==> src/hdl/stit_pkg.sv <==
`timescale 1ns / 1ps
`default_nettype none
// ----------------------------------------------------------------------------
// stit_pkg
// Shared types and constants of the square tone i2s transmitter.
// ----------------------------------------------------------------------------
package stit_pkg;

    localparam int DEF_SAMPLE_WIDTH = 16;

    localparam int FIELD_W    = 16;
    localparam int REM_W      = 10;                 // remainder of a divide by 1000
    localparam int DIVIDEND_W = FIELD_W + REM_W;    // widest dividend: rate * rem
    localparam int DIV_CNT_W  = $clog2(DIVIDEND_W);
    localparam int SECONDS_W  = 7;
    localparam int HALF_W     = 15;

    localparam logic [FIELD_W-1:0] MS_PER_SECOND  = 16'd1000;
    localparam logic [FIELD_W-1:0] RESET_SRATE    = 16'd48000;

    localparam logic REQ_START = 1'b0;
    localparam logic REQ_TICK  = 1'b1;

    localparam logic CFG_SRATE  = 1'b0;
    localparam logic CFG_VOLUME = 1'b1;

    typedef enum logic [2:0] {
        SU_IDLE,
        SU_DUR,
        SU_MUL,
        SU_TAIL,
        SU_PER
    } setup_state_t;

    typedef struct packed {
        logic                 req_type;
        logic [FIELD_W-1:0]   frequency;
        logic [FIELD_W-1:0]   duration_ms;
    } in_t;

    typedef struct packed {
        logic bit_valid;
        logic frame_select;
        logic data_bit;
        logic last_bit;
        logic start_error;
    } out_t;

    typedef struct packed {
        logic [FIELD_W-1:0]   period;
        logic [HALF_W-1:0]    half;
        logic [SECONDS_W-1:0] seconds;
        logic [FIELD_W-1:0]   tail;
    } setup_t;

endpackage
`default_nettype wire

==> src/hdl/square_tone_i2s_transmitter.sv <==
`timescale 1ns / 1ps
`default_nettype none
// ----------------------------------------------------------------------------
// square_tone_i2s_transmitter
// Square-wave tone generator with a bit-serial i2s output.
// ----------------------------------------------------------------------------
// Each input word gives exactly one output word. A tick word sends one i2s
// bit while a tone plays, so ticks stream at one per clock while the output
// side keeps up. An accepted start word holds off the input while the shared
// one-bit-per-cycle divider runs three 26-bit divides in turn (duration into
// seconds, tail length, tone period) with a multiply state between the first
// two. A rejected start returns its error word without starting the setup.
module square_tone_i2s_transmitter #(
    parameter int SAMPLE_WIDTH = stit_pkg::DEF_SAMPLE_WIDTH
) (
    input  wire logic                         clk,
    input  wire logic                         rst_n,
    input  wire logic                         in_valid,
    output logic                              in_ready,
    input  wire stit_pkg::in_t                in_data,
    output logic                              out_valid,
    input  wire logic                         out_ready,
    output stit_pkg::out_t                    out_data,
    input  wire logic                         cfg_we,
    input  wire logic                         cfg_index,
    input  wire logic [stit_pkg::FIELD_W-1:0] cfg_wdata
);
    import stit_pkg::*;

    logic [FIELD_W-1:0] srate_reg, srate_next;
    logic [FIELD_W-1:0] volume_reg, volume_next;
    logic               out_valid_reg, out_valid_next;
    out_t               out_data_reg, out_data_next;

    logic               accept;
    logic               start_bad;
    logic               go;
    logic               tick;
    logic               setup_busy;
    logic               setup_load;
    setup_t             setup;
    logic               playing;
    out_t               tone_result;

    assign in_ready  = !setup_busy && (!out_valid_reg || out_ready);
    assign accept    = in_valid && in_ready;
    assign start_bad = playing || (in_data.frequency == '0)
                     || (in_data.frequency > srate_reg);
    assign go        = accept && (in_data.req_type == REQ_START) && !start_bad;
    assign tick      = accept && (in_data.req_type == REQ_TICK);

    stit_setup u_setup (
        .clk         (clk),
        .rst_n       (rst_n),
        .go          (go),
        .srate       (srate_reg),
        .frequency   (in_data.frequency),
        .duration_ms (in_data.duration_ms),
        .busy        (setup_busy),
        .load        (setup_load),
        .setup       (setup)
    );

    stit_tone #(
        .SAMPLE_WIDTH (SAMPLE_WIDTH)
    ) u_tone (
        .clk         (clk),
        .rst_n       (rst_n),
        .load        (setup_load),
        .setup       (setup),
        .tick        (tick),
        .srate       (srate_reg),
        .volume      (volume_reg),
        .playing     (playing),
        .result      (tone_result)
    );

    always_comb
    begin
        srate_next  = srate_reg;
        volume_next = volume_reg;
        if (cfg_we)
        begin
            case (cfg_index)
                CFG_SRATE:  srate_next  = cfg_wdata;
                CFG_VOLUME: volume_next = cfg_wdata;
                default:    ;
            endcase
        end
    end

    always_comb
    begin
        out_valid_next = out_valid_reg && !out_ready;
        out_data_next  = out_data_reg;
        if (accept)
        begin
            out_valid_next = 1'b1;
            if (in_data.req_type == REQ_TICK)
            begin
                out_data_next = tone_result;
            end
            else
            begin
                out_data_next             = '0;
                out_data_next.start_error = start_bad;
            end
        end
    end

    always_ff @(posedge clk or negedge rst_n)
    begin
        if (!rst_n)
        begin
            srate_reg     <= RESET_SRATE;
            volume_reg    <= '0;
            out_valid_reg <= 1'b0;
        end
        else
        begin
            srate_reg     <= srate_next;
            volume_reg    <= volume_next;
            out_valid_reg <= out_valid_next;
        end
    end

    always_ff @(posedge clk)
    begin
        out_data_reg <= out_data_next;
    end

    assign out_valid = out_valid_reg;
    assign out_data  = out_data_reg;

    // no word is taken while the start sequence runs
    a_busy_blocks_input: assert property (@(posedge clk) disable iff (!rst_n)
        setup_busy |-> !in_ready)
        else $error("input accepted during start setup");

    // new tone parameters only land while nothing is playing
    a_load_when_idle: assert property (@(posedge clk) disable iff (!rst_n)
        setup_load |-> !playing)
        else $error("tone setup loaded while playing");

    // the final bit of a tone closes the right slot
    a_last_on_right: assert property (@(posedge clk) disable iff (!rst_n)
        (out_valid && out_data.last_bit) |-> (out_data.bit_valid && out_data.frame_select))
        else $error("last bit outside the right slot");

    // a bit word never carries a start error
    a_bit_no_error: assert property (@(posedge clk) disable iff (!rst_n)
        (out_valid && out_data.bit_valid) |-> !out_data.start_error)
        else $error("start error on a bit word");

    // a rejected start leaves the tone state alone
    a_reject_no_setup: assert property (@(posedge clk) disable iff (!rst_n)
        (accept && (in_data.req_type == REQ_START) && start_bad) |=> !setup_busy)
        else $error("rejected start began setup");

endmodule
`default_nettype wire

==> src/hdl/stit_div.sv <==
`timescale 1ns / 1ps
`default_nettype none
// ----------------------------------------------------------------------------
// stit_div
// Radix-2 restoring divider, one quotient bit per cycle.
// ----------------------------------------------------------------------------
module stit_div (
    input  wire logic                            clk,
    input  wire logic                            rst_n,
    input  wire logic                            start,
    input  wire logic [stit_pkg::DIVIDEND_W-1:0] dividend,
    input  wire logic [stit_pkg::FIELD_W-1:0]    divisor,
    output logic                                 done,
    output logic      [stit_pkg::DIVIDEND_W-1:0] quotient,
    output logic      [stit_pkg::FIELD_W-1:0]    remainder
);
    import stit_pkg::*;

    logic [DIVIDEND_W-1:0] quo_reg, quo_next;
    logic [FIELD_W-1:0]    rem_reg, rem_next;
    logic [FIELD_W-1:0]    dsr_reg, dsr_next;
    logic [DIV_CNT_W-1:0]  cnt_reg, cnt_next;
    logic                  run_reg, run_next;
    logic                  done_reg, done_next;
    logic [FIELD_W:0]      rem_sh;
    logic [FIELD_W:0]      rem_sub;
    logic                  ge;

    assign rem_sh  = {rem_reg, quo_reg[DIVIDEND_W-1]};
    assign rem_sub = rem_sh - {1'b0, dsr_reg};
    assign ge      = rem_sh >= {1'b0, dsr_reg};

    always_comb
    begin
        quo_next  = quo_reg;
        rem_next  = rem_reg;
        dsr_next  = dsr_reg;
        cnt_next  = cnt_reg;
        run_next  = run_reg;
        done_next = 1'b0;
        if (start)
        begin
            quo_next = dividend;
            rem_next = '0;
            dsr_next = divisor;
            cnt_next = '0;
            run_next = 1'b1;
        end
        else if (run_reg)
        begin
            rem_next = ge ? rem_sub[FIELD_W-1:0] : rem_sh[FIELD_W-1:0];
            quo_next = {quo_reg[DIVIDEND_W-2:0], ge};
            cnt_next = cnt_reg + 1'b1;
            if (cnt_reg == DIV_CNT_W'(DIVIDEND_W - 1))
            begin
                run_next  = 1'b0;
                done_next = 1'b1;
            end
        end
    end

    always_ff @(posedge clk or negedge rst_n)
    begin
        if (!rst_n)
        begin
            cnt_reg  <= '0;
            run_reg  <= 1'b0;
            done_reg <= 1'b0;
        end
        else
        begin
            cnt_reg  <= cnt_next;
            run_reg  <= run_next;
            done_reg <= done_next;
        end
    end

    always_ff @(posedge clk)
    begin
        quo_reg <= quo_next;
        rem_reg <= rem_next;
        dsr_reg <= dsr_next;
    end

    assign done      = done_reg;
    assign quotient  = quo_reg;
    assign remainder = rem_reg;

endmodule
`default_nettype wire

==> src/hdl/stit_setup.sv <==
`timescale 1ns / 1ps
`default_nettype none
// ----------------------------------------------------------------------------
// stit_setup
// Start sequencer: whole seconds, tail length and tone period from a
// start word, through one shared serial divider.
// ----------------------------------------------------------------------------
module stit_setup (
    input  wire logic                         clk,
    input  wire logic                         rst_n,
    input  wire logic                         go,
    input  wire logic [stit_pkg::FIELD_W-1:0] srate,
    input  wire logic [stit_pkg::FIELD_W-1:0] frequency,
    input  wire logic [stit_pkg::FIELD_W-1:0] duration_ms,
    output logic                              busy,
    output logic                              load,
    output stit_pkg::setup_t                  setup
);
    import stit_pkg::*;

    setup_state_t          state_reg, state_next;
    logic [FIELD_W-1:0]    sr_reg, sr_next;
    logic [FIELD_W-1:0]    freq_reg, freq_next;
    logic [SECONDS_W-1:0]  secs_reg, secs_next;
    logic [REM_W-1:0]      msrem_reg, msrem_next;
    logic [FIELD_W-1:0]    tail_reg, tail_next;

    logic                  div_start;
    logic [DIVIDEND_W-1:0] div_dividend;
    logic [FIELD_W-1:0]    div_divisor;
    logic                  div_done;
    logic [DIVIDEND_W-1:0] div_quo;
    logic [FIELD_W-1:0]    div_rem;
    logic [DIVIDEND_W-1:0] product;

    assign product = {{(DIVIDEND_W-FIELD_W){1'b0}}, sr_reg}
                   * {{(DIVIDEND_W-REM_W){1'b0}}, msrem_reg};

    stit_div u_div (
        .clk       (clk),
        .rst_n     (rst_n),
        .start     (div_start),
        .dividend  (div_dividend),
        .divisor   (div_divisor),
        .done      (div_done),
        .quotient  (div_quo),
        .remainder (div_rem)
    );

    always_comb
    begin
        state_next   = state_reg;
        sr_next      = sr_reg;
        freq_next    = freq_reg;
        secs_next    = secs_reg;
        msrem_next   = msrem_reg;
        tail_next    = tail_reg;
        div_start    = 1'b0;
        div_dividend = {{(DIVIDEND_W-FIELD_W){1'b0}}, duration_ms};
        div_divisor  = MS_PER_SECOND;
        load         = 1'b0;
        case (state_reg)
            SU_IDLE:
            begin
                if (go)
                begin
                    sr_next    = srate;
                    freq_next  = frequency;
                    div_start  = 1'b1;
                    state_next = SU_DUR;
                end
            end
            SU_DUR:
            begin
                if (div_done)
                begin
                    secs_next  = div_quo[SECONDS_W-1:0];
                    msrem_next = div_rem[REM_W-1:0];
                    state_next = SU_MUL;
                end
            end
            SU_MUL:
            begin
                // product lands in the divider's shift register
                div_start    = 1'b1;
                div_dividend = product;
                state_next   = SU_TAIL;
            end
            SU_TAIL:
            begin
                div_dividend = {{(DIVIDEND_W-FIELD_W){1'b0}}, sr_reg};
                div_divisor  = freq_reg;
                if (div_done)
                begin
                    tail_next  = div_quo[FIELD_W-1:0];
                    div_start  = 1'b1;
                    state_next = SU_PER;
                end
            end
            SU_PER:
            begin
                if (div_done)
                begin
                    load       = 1'b1;
                    state_next = SU_IDLE;
                end
            end
            default:
            begin
                state_next = SU_IDLE;
            end
        endcase
    end

    always_ff @(posedge clk or negedge rst_n)
    begin
        if (!rst_n)
        begin
            state_reg <= SU_IDLE;
        end
        else
        begin
            state_reg <= state_next;
        end
    end

    always_ff @(posedge clk)
    begin
        sr_reg    <= sr_next;
        freq_reg  <= freq_next;
        secs_reg  <= secs_next;
        msrem_reg <= msrem_next;
        tail_reg  <= tail_next;
    end

    assign busy          = state_reg != SU_IDLE;
    assign setup.period  = div_quo[FIELD_W-1:0];
    assign setup.half    = div_quo[FIELD_W-1:1];
    assign setup.seconds = secs_reg;
    assign setup.tail    = tail_reg;

endmodule
`default_nettype wire

==> src/hdl/stit_tone.sv <==
`timescale 1ns / 1ps
`default_nettype none
// ----------------------------------------------------------------------------
// stit_tone
// Tone state and sample serializer: a rotating shift register sends each
// sample MSB first on the left slot and again on the right slot.
// ----------------------------------------------------------------------------
module stit_tone #(
    parameter int SAMPLE_WIDTH = stit_pkg::DEF_SAMPLE_WIDTH
) (
    input  wire logic                         clk,
    input  wire logic                         rst_n,
    input  wire logic                         load,
    input  wire stit_pkg::setup_t             setup,
    input  wire logic                         tick,
    input  wire logic [stit_pkg::FIELD_W-1:0] srate,
    input  wire logic [stit_pkg::FIELD_W-1:0] volume,
    output logic                              playing,
    output stit_pkg::out_t                    result
);
    import stit_pkg::*;

    localparam int BIT_IDX_W = $clog2(2 * SAMPLE_WIDTH);

    logic                    playing_reg, playing_next;
    logic [FIELD_W-1:0]      period_reg, period_next;
    logic [HALF_W-1:0]       half_reg, half_next;
    logic [FIELD_W-1:0]      phase_reg, phase_next;
    logic [FIELD_W-1:0]      sis_reg, sis_next;
    logic [SECONDS_W-1:0]    secs_reg, secs_next;
    logic [FIELD_W-1:0]      tail_reg, tail_next;
    logic [BIT_IDX_W-1:0]    bit_idx_reg, bit_idx_next;
    logic [SAMPLE_WIDTH-1:0] sample_reg, sample_next;

    logic [SAMPLE_WIDTH-1:0] vol_w;
    logic [SAMPLE_WIDTH-1:0] value;
    logic [SAMPLE_WIDTH-1:0] word;
    logic [FIELD_W:0]        phase_inc;
    logic [FIELD_W-1:0]      phase_adv;
    logic [FIELD_W-1:0]      sis_adv;
    logic [SECONDS_W-1:0]    secs_adv;
    logic                    second_end;
    logic                    sample_end;

    assign vol_w = SAMPLE_WIDTH'(volume);
    assign value = ({1'b0, phase_reg} < {2'b0, half_reg}) ? vol_w : ('0 - vol_w);
    // a new sample enters on the first bit of the left slot
    assign word  = (bit_idx_reg == '0) ? value : sample_reg;

    assign sample_end = bit_idx_reg == BIT_IDX_W'(2 * SAMPLE_WIDTH - 1);
    assign phase_inc  = {1'b0, phase_reg} + 1'b1;
    assign second_end = (secs_reg != '0) && ((sis_reg + 1'b1) >= srate);

    always_comb
    begin
        phase_adv = (phase_inc >= {1'b0, period_reg}) ? '0 : phase_inc[FIELD_W-1:0];
        sis_adv   = sis_reg + 1'b1;
        secs_adv  = secs_reg;
        if (second_end)
        begin
            // phase restarts at every whole second
            phase_adv = '0;
            sis_adv   = '0;
            secs_adv  = secs_reg - 1'b1;
        end
    end

    always_comb
    begin
        playing_next = playing_reg;
        period_next  = period_reg;
        half_next    = half_reg;
        phase_next   = phase_reg;
        sis_next     = sis_reg;
        secs_next    = secs_reg;
        tail_next    = tail_reg;
        bit_idx_next = bit_idx_reg;
        sample_next  = sample_reg;
        result       = '0;
        if (load)
        begin
            playing_next = (setup.seconds != '0) || (setup.tail != '0);
            period_next  = setup.period;
            half_next    = setup.half;
            secs_next    = setup.seconds;
            tail_next    = setup.tail;
            phase_next   = '0;
            sis_next     = '0;
            bit_idx_next = '0;
        end
        else if (tick && playing_reg)
        begin
            result.bit_valid    = 1'b1;
            result.frame_select = bit_idx_reg >= BIT_IDX_W'(SAMPLE_WIDTH);
            result.data_bit     = word[SAMPLE_WIDTH-1];
            sample_next         = {word[SAMPLE_WIDTH-2:0], word[SAMPLE_WIDTH-1]};
            bit_idx_next        = bit_idx_reg + 1'b1;
            if (sample_end)
            begin
                bit_idx_next = '0;
                phase_next   = phase_adv;
                sis_next     = sis_adv;
                secs_next    = secs_adv;
                if ((secs_adv == '0) && (sis_adv >= tail_reg))
                begin
                    playing_next    = 1'b0;
                    result.last_bit = 1'b1;
                end
            end
        end
    end

    always_ff @(posedge clk or negedge rst_n)
    begin
        if (!rst_n)
        begin
            playing_reg <= 1'b0;
            period_reg  <= '0;
            half_reg    <= '0;
            phase_reg   <= '0;
            sis_reg     <= '0;
            secs_reg    <= '0;
            tail_reg    <= '0;
            bit_idx_reg <= '0;
            sample_reg  <= '0;
        end
        else
        begin
            playing_reg <= playing_next;
            period_reg  <= period_next;
            half_reg    <= half_next;
            phase_reg   <= phase_next;
            sis_reg     <= sis_next;
            secs_reg    <= secs_next;
            tail_reg    <= tail_next;
            bit_idx_reg <= bit_idx_next;
            sample_reg  <= sample_next;
        end
    end

    assign playing = playing_reg;

endmodule
`default_nettype wire

==> config.mk <==
export PLATFORM = sky130hd
export DESIGN_NAME = square_tone_i2s_transmitter
export DESIGN_NICKNAME = d
export VERILOG_FILES = /design/src/hdl/stit_pkg.sv /design/src/hdl/square_tone_i2s_transmitter.sv /design/src/hdl/stit_div.sv /design/src/hdl/stit_setup.sv /design/src/hdl/stit_tone.sv
export SDC_FILE = /design/constraint.sdc
export NUM_CORES = 1
export LEC_CHECK = 0
export ABC_AREA = 1
export BUFFER_PORTS_ARGS = -buffer_cell sky130_fd_sc_hd__buf_4
export CORE_MARGIN = 2
export CORE_UTILIZATION = 55
export CTS_BUF_LIST = sky130_fd_sc_hd__clkbuf_8
export CTS_CLUSTER_DIAMETER = 100
export DETAILED_ROUTE_END_ITERATION = 10
export MAX_ROUTING_LAYER = met4
export PLACE_DENSITY_LB_ADDON = 0.25
export REMOVE_ABC_BUFFERS = 1
export SLEW_MARGIN = 15
export SYNTH_ARGS = -nofsm -noshare
export SYNTH_HDL_FRONTEND = slang
export SYNTH_SLANG_ARGS = --single-unit
==> constraint.sdc <==
create_clock -name clk -period 5.4 [get_ports clk]
set_clock_uncertainty 0.15 [all_clocks]
set_input_delay 0.81 -clock clk [delete_from_list [all_inputs] [get_ports clk]]
set_output_delay 0.81 -clock clk [all_outputs]
set_load 0.1 [all_outputs]
==> results.json <==
{
  "r2r_end": "u_setup.u_div.quotient[24]$_DFFE_PP_",
  "area.growth.synth_to_final_pct": 14.72,
  "port_buffers": 61,
  "start_util": 0.5604,
  "wl_um": 53890,
  "grt_max_degree": 100,
  "synth.cell_area_um2": 19980,
  "synth-seq-cells": 264,
  "synth_edf_count": 112,
  "worstMarginPinSlew_ns": 0.9712,
  "finalHoldViolations": 0,
  "grt_busiest_layer": "met2",
  "worst_slack_ns": 0.1512,
  "rr_worst_depth": 25,
  "clkTransAtPathRegs_ns": 0.07,
  "ys.flop_type": "dfrtp_1",
  "yosys.cell_types.count": 60,
  "ir_drop_mv": 0.2176,
  "async_flop_share": 0.5152,
  "cts_sinks": 264,
  "nNetsFinal": 2926,
  "ant_nets": 0,
  "drv_cap": 0,
  "dp.cells": 2979,
  "dpl_worst_slack_ns": -0.1830,
  "cts_tree": "built",
  "final_cell_mix": "nand2_1, inv_1, buf_4",
  "cts.htree.levels": 2,
  "synth_cells": 2449,
  "critical_path_class": "register to register",
  "grt.total_usage": 0.2980,
  "clockRootBuffer": "clkbuf_8",
  "critical_path_arrival_ns": 5.49,
  "fin_hold_ws_ns": 0.1457,
  "die_y_um": 194.6,
  "diodes": 0,
  "fin_area_um2": 22920,
  "post-route-util": 0.6429,
  "grt.met2_usage": 0.4746,
  "drc_errors": 0,
  "final-instance-count-excl-fill": 3094,
  "slew_headroom": 0.3525,
  "place_congestion": 0.9246,
  "wl_per_cell_um": 17.42,
  "numCtsBuffers": 47,
  "period_share": 0.9720,
  "antenna_found_initial": 0,
  "reg2reg_slack_ns": 0.15,
  "place_hpwl_um": 40820,
  "worstPathRequired_ns": 5.64,
  "grtUsageMet1": 0.3970,
  "postPlaceCellArea_um2": 21390,
  "first_iter_violations": 1294,
  "rows": 69,
  "yosysWarningCount": 0,
  "max_freq_mhz": 190.5,
  "seq_area_frac_synth": 0.3551,
  "slew_viol_final": 0,
  "p_leak_nw": 11.91,
  "clkLatencyLatePin_ns": 0.63,
  "met3_usage": 0.04234,
  "ios": 62,
  "rr_startpoint": "u_setup.msrem_reg[5]$_DFFE_PP_",
  "overflow": 0,
  "die_x_um": 194.6,
  "dr.pass1.iters": 5,
  "setup_viol": 0,
  "status": "completed",
  "clk_path_buf_depth": 3,
  "syn_avg_cell_area_um2": 8.159,
  "die-area_um2": 37870,
  "mostFrequentLayoutCell": "nand2_1",
  "powerDensity_nw_per_um2": 189.5,
  "critPathCaptureType": "register",
  "via_per_inst": 5.381,
  "path_max_fanout": 5,
  "vias": 16650,
  "cp-start-kind": "register",
  "drive_gt1_frac": 0.1420,
  "largest_reg_flops": 26,
  "grt_pass1_wl_um": 86350,
  "hp-class": "input port to asynchronous set/reset pin",
  "grt_pass1_vias": 16420,
  "core_area_um2": 35660,
  "rsz0062_at_grt": "true",
  "final.min_clock_period_ns": 5.249
}
## cell families (layout without fill, tap and decap cells)
kind of cell | Yosys count | after routing | synth area share
AOI/OAI and AO/OA | 306 | 306 | 0.08604
xor gates and xnor gates | 50 | 50 | 0.02229
adders and majority gates | 275 | 275 | 0.2139
buffers and inverters | 536 | 720 | 0.1033
DFF | 264 | 264 | 0.3551
and+or+nand+nor | 1018 | 1018 | 0.2194
## metrics by stage
stage / total power [mW] / setup TNS, ns
global route: 4.516 / -0.4417
global placement: 2.471 / -0.3205
floorplan: 2.344 / 0
CTS: 4.383 / 0
detailed placement: 2.481 / -0.9301
finish: 4.344 / 0
## metal layers
| metal | routed length (µm) | part of all wire |
|---|---|---|
| met3 | 3276 | 0.061 |
| met5 | 0 | 0 |
| met4 | 1395 | 0.026 |
| met2 | 25360 | 0.47 |
| met1 | 23850 | 0.44 |
## cells in the mapped netlist (23+ instances only)
library cell / n / area [µm²]
a21oi_1: 101 / 505.5
clkbuf_1: 60 / 225.2
dfrtp_1: 129 / 3228
edfxtp_1: 112 / 3363
fa_1: 111 / 2222
ha_1: 164 / 2052
inv_1: 442 / 1659
nand2_1: 658 / 2470
nand3_1: 97 / 485.5
nand4_1: 32 / 200.2
nor2_1: 130 / 488.0
nor3_1: 23 / 115.1
o21ai_0: 124 / 620.6
xor2_1: 37 / 324.1
## final cells by class
class,count,area (µm²)
tap,461,576.8
timing repair buffer,181,1438
sequential,264,7096
clock buffer,54,743.2
inverter,453,1703
multi-input combinational,1649,11160
clock inverter,32,203.9
fill,3063,12730
## power by group
group / internal, mW / switching (mW)
Clock: 1.01 / 0.885
Sequential: 2.12 / 0.0480
Combinational: 0.105 / 0.170
## worst max-delay path by stage
| stage | startpoint | endpoint | cells past startpoint | slack (ns) |
|---|---|---|---|---|
| 2_1_floorplan | u_setup.msrem_reg[9]$_DFFE_PP_ | u_setup.u_div.quotient[19]$_DFFE_PP_ | 20 | 0.20 |
| 3_3_place_gp | u_setup.sr_reg[5]$_DFFE_PP_ | u_setup.u_div.quotient[24]$_DFFE_PP_ | 24 | -0.12 |
| 3_5_place_dp | u_setup.sr_reg[6]$_DFFE_PP_ | u_setup.u_div.quotient[21]$_DFFE_PP_ | 21 | -0.18 |
| 4_1_cts | u_setup.sr_reg[4]$_DFFE_PP_ | u_setup.u_div.quotient[19]$_DFFE_PP_ | 20 | 0.00003 |
| 5_1_grt | u_setup.msrem_reg[5]$_DFFE_PP_ | u_setup.u_div.quotient[11]$_DFFE_PP_ | 23 | -0.08 |
| 6_report | u_setup.msrem_reg[5]$_DFFE_PP_ | u_setup.u_div.quotient[24]$_DFFE_PP_ | 25 | 0.15 |
## critical path: stages, from the launching register on
cell and delay (ns):
edfxtp_1 0.43, buf_4 0.17, nand2_1 0.07, inv_1 0.06
fa_1 0.51, inv_1 0.05, fa_1 0.47, inv_1 0.05
fa_1 0.46, fa_1 0.54, inv_1 0.05, fa_1 0.52
inv_1 0.06, ha_4 0.30, inv_1 0.05, o21ai_2 0.16
a21oi_2 0.05, o21ai_2 0.17, buf_4 0.13, nand2_1 0.05
nand3_2 0.14, nand2_1 0.08, nand2_1 0.08, a21oi_1 0.06
o21ai_1 0.11, nand2_1 0.06
## repair_timing
| action | in CTS | in global routing |
|---|---|---|
| gates resized for setup | 14 | 78 |
| endpoints found under the setup margin | 13 | 19 |
| pin swaps | 4 | 39 |
| buffers inserted | 16 | 13 |
| hold buffers | 0 | 0 |
Power figures use the tool's default switching activity.
